[src/sv/rgbfsd_ram.sv]
`timescale 1ns / 1ps
// ----------------------------------------------------------------------------
// Generic simple dual-port RAM
// One write port and one read port, read data registered.
// ----------------------------------------------------------------------------
module rgbfsd_ram #(
    parameter int WIDTH = 8,
    parameter int DEPTH = 16
) (
    input  logic                     i_clk,
    input  logic                     i_we,
    input  logic [$clog2(DEPTH)-1:0] i_waddr,
    input  logic [WIDTH-1:0]         i_wdata,
    input  logic [$clog2(DEPTH)-1:0] i_raddr,
    output logic [WIDTH-1:0]         o_rdata
);

    logic [WIDTH-1:0] r_mem [DEPTH];
    logic [WIDTH-1:0] r_rdata;

    always_ff @(posedge i_clk) begin
        if (i_we) begin
            r_mem[i_waddr] <= i_wdata;
        end
        r_rdata <= r_mem[i_raddr];
    end

    assign o_rdata = r_rdata;

endmodule

[config.mk]
export PLATFORM = sky130hd
export DESIGN_NAME = rgbfsd_ram
export DESIGN_NICKNAME = d
export VERILOG_FILES = /design/src/sv/rgbfsd_ram.sv
export SDC_FILE = /design/constraint.sdc
export NUM_CORES = 1
export LEC_CHECK = 0
export BUFFER_PORTS_ARGS = -buffer_cell sky130_fd_sc_hd__clkbuf_2
export CAP_MARGIN = 20
export CORE_ASPECT_RATIO = 1.25
export CORE_MARGIN = 4
export CORE_UTILIZATION = 35
export CTS_CLUSTER_SIZE = 28
export DETAILED_ROUTE_END_ITERATION = 12
export GPL_TIMING_DRIVEN = 0
export PLACE_DENSITY = 0.5
export REMOVE_ABC_BUFFERS = 1
export SLEW_MARGIN = 25
export SYNTH_ARGS = -nofsm -noshare
export SYNTH_HDL_FRONTEND = slang
export SYNTH_SLANG_ARGS = --single-unit
export TNS_END_PERCENT = 5
[constraint.sdc]
create_clock -name i_clk -period 2.2 [get_ports i_clk]
set_input_delay 0.66 -clock i_clk [delete_from_list [all_inputs] [get_ports i_clk]]
set_output_delay 0.66 -clock i_clk [all_outputs]
set_load 0.02 [all_outputs]
After elaboration in Yosys (flattened, before gate mapping)
Memories as Yosys holds them, arrays and structs flattened. A register that Yosys moved wholly into a read port is not among the register bits.
Cells that the tools add are included.
{"block": "op_classes", "muxes": 2}
{"cell": "1-bit 2-to-1 mux", "count": 2}
{"block": "totals", "register_bits": 0, "mem_bits_rw": 128, "in_bits": 18, "out_inout_bits": 8, "word_cells": 3, "mem_count": 1}
{"name": "r_mem", "words": 16, "word_bits": 8, "rd": 1, "rd_clocked_by_memory_dff": 1, "write_ports": 1, "line": "18", "text": "logic [WIDTH-1:0] r_mem [DEPTH];"}

Depth between registers and ports, before layout
{"block": "depth", "word_depth": 2, "depth_mapped": 5, "depth_no_buf": 3}

Least setup slack after synthesis
Ideal clock, no wire load.
{"block": "synth_timing", "kind": "input-to-reg", "from": "in i_waddr[2]", "to": "mem r_mem[0][0], enable pin", "setup_time_ps": 383, "t_arrival_ps": 1770, "t_required_ps": 1817, "path_slack_ps": 47, "path_stages": 2, "path_buffers": 0, "path_cell_list": "or3b_2 nor3_1"}
{"item": "from (decl)", "line": "12", "text": "input logic [$clog2(DEPTH)-1:0] i_waddr,"}
{"item": "to (decl)", "line": "18"}
No word-level cell before the write port.

==> flow_summary.toml <==
[synth]
ys.warnings.count = 0
synth-seq-cells = 136
netlist.top_cell.by_area = "edfxtp_1"
synthCells = 229
synth_cell_types = 19
synth.top_cell.area_share_pct = 74.7
syn_area_sq_um = 5150
syn_area_per_cell_sq_um = 22.5
synth_seq_area_share_pct = 77.8
synth_area_leaders = "edfxtp_1, mux4_2, mux4_1"

[cts]
clockRootBuffer = "clkbuf_16"
clkSlewWorstSetupHoldPaths_ps = 50
post_cts.repair.setup_buffers = 0
clk_path_buf_depth = 2
cts_tree = "built"
worst_skew_pair.late_latency_ps = 410
cts_sinks = 136
cts_resized = 0
hold_buffers = 0
htree_levels = 4
numCtsBuffers = 17

[worst_hold_path]
min_path_cells = 1
worstHoldEndpoint = "r_mem[4][7]"
min_path_type = "in -> reg"
worstHoldStart = "i_wdata[7]"

[die]
pin_count = 26
rows = 49
core_area_sq_um = 14400
die_w_um = 116
die-area_sq_um = 16700
initial_utilization_pct = 35.7
die_y_um = 144

[worst_setup_path]
critPathRequiredTime_ps = 2480
crit_path_max_fanout = 32
r2r_slack_ps = 780
worstPathArrival_ps = 2300
critPathLaunchType = "input pin"
r2r_start = "r_mem[2][7]"
worst_r2r_endpoint = "o_rdata[7]"
r2r_cells = 3
endpoint_kind = "flop"
critical_path_class = "in -> reg"

[routing]
dr.pass1.iters = 4
vias = 2356
drc_errors = 0
wl_per_cell_um = 21.9
drt-initial-drc-count = 132
ant_nets = 0
wirelength_um = 10000
viasPerCell = 5.14

[sta]
hold_viol_final = 0
fin_crit_ps = 2020
slew_headroom_pct = 36.7
rsz0062_at_grt = "no"
worst_slew_pin_slew_ps = 947
fmax_mhz = 496
setup_viol = 0
setup_tns_ps = 0
whs_ps = 657
drv_slew = 0
period_share_pct = 91.7
skew_ps = 5.28

[layout]
drive_gt1_share_pct = 28.9
fin_util_pct = 42.1
layout_common_cells = "edfxtp_1, clkbuf_2, mux4_2"
diodes = 0
nets = 285
final_common_cell = "edfxtp_1"
area_growth_syn_to_layout_pct = 17.9

[grt]
grt_pass1_vias = 2494
grt_pass1_wl_um = 15300
overflow = 0
track_usage_pct = 13.4
grt_max_degree = 33
antenna_found_initial = 0

[status]
outcome = "finished, final reports clean"

[power]
combPwrFrac_pct = 4.6
swShare_pct = 19.2
leakagePower_nw = 2.02
finalPower_mw = 6.06
power.switching_mw = 1.16
intPower_mw = 4.90
vdd_drop_max_mv = 0.489
pwr-share-clk_pct = 47.4
power_density_nw_per_um2 = 998
seqPwrFrac_pct = 48.1

[placement]
gp_congestion = 0.690
port_buffers = 25
post-dp-hpwl_um = 6180

[job]
drv_cap = 0
## flip-flops by register name, summed over array words and instances (netlist names)
signal	count
o_rdata	8
r_mem	128
## power groups by stage
stage                     clock network [mW]  logic (mW)  registers, mW
after floorplan                            0       0.116           2.98
after global placement                     0       0.277           2.96
after CTS                               2.92       0.285           2.91
after detailed placement                   0       0.284           2.97
final                                   2.87       0.278           2.91
after global routing                    3.05       0.303           2.92
## critical path, cell delays in order
cell      delay, ps
clkbuf_4        540
mux4_1          660
a22oi_1         290
nand2_1         120
## layer usage
metal / global-route usage [%] / vias to the layer above / share of wire, %
met2: 20.7 / 54 / 50
met1: 17.5 / 1238 / 45
met3: 3.96 / 13 / 4.0
met5: 0 / - / 0
met4: 5.68 / 0 / 1.6
li1: - / 1051 / -
## worst max path at each step
stage | from | endpoint | cells after the start
floorplan | i_waddr[2] | r_mem[0][0] | 2
global placement | i_waddr[2] | r_mem[0][5] | 3
detailed placement | i_raddr[0] | o_rdata[3] | 4
CTS | i_raddr[0] | o_rdata[3] | 4
global route | i_raddr[0] | o_rdata[1] | 4
finish | i_raddr[0] | o_rdata[3] | 4
## synth_stat cells
| library cell | number |
|---|---|
| nor2b_1 | 1 |
| buf_4 | 1 |
| dfxtp_1 | 8 |
| nor2_1 | 13 |
| nor3_1 | 4 |
| nand3b_1 | 2 |
| and2_1 | 1 |
| or3b_2 | 1 |
| buf_2 | 3 |
| nand3_1 | 1 |
| mux4_2 | 18 |
| buf_6 | 3 |
| a22oi_1 | 16 |
| edfxtp_1 | 128 |
| nand2_1 | 9 |
| mux4_1 | 14 |
| and2b_1 | 1 |
| clkdlybuf4s25_2 | 3 |
| nand2b_1 | 2 |
## cell type report
cell class	instances	area, sq um
clock buffers	24	492
clock inverters	8	118
well taps	178	223
fillers	1263	8340
flip-flops and latches	136	4000
multi-input cells	83	1080
repair buffers	29	158
## cells by family after synthesis
logic type	Yosys count	share of synthesized area, %
mux	32	15.0
compound gates	16	2.33
flops	136	77.8
simple gates	35	3.18
buf+inv	10	1.68
## through the flow
stage	cells	instance area, sq um	worst slack (ps)
finish	458	6070	183
global route	458	6070	84.7
CTS	458	6070	154
detailed placement	426	5460	-284
global placement	422	5410	-689
floorplan	219	5060	47.1
(Power assumes the default switching activity.)
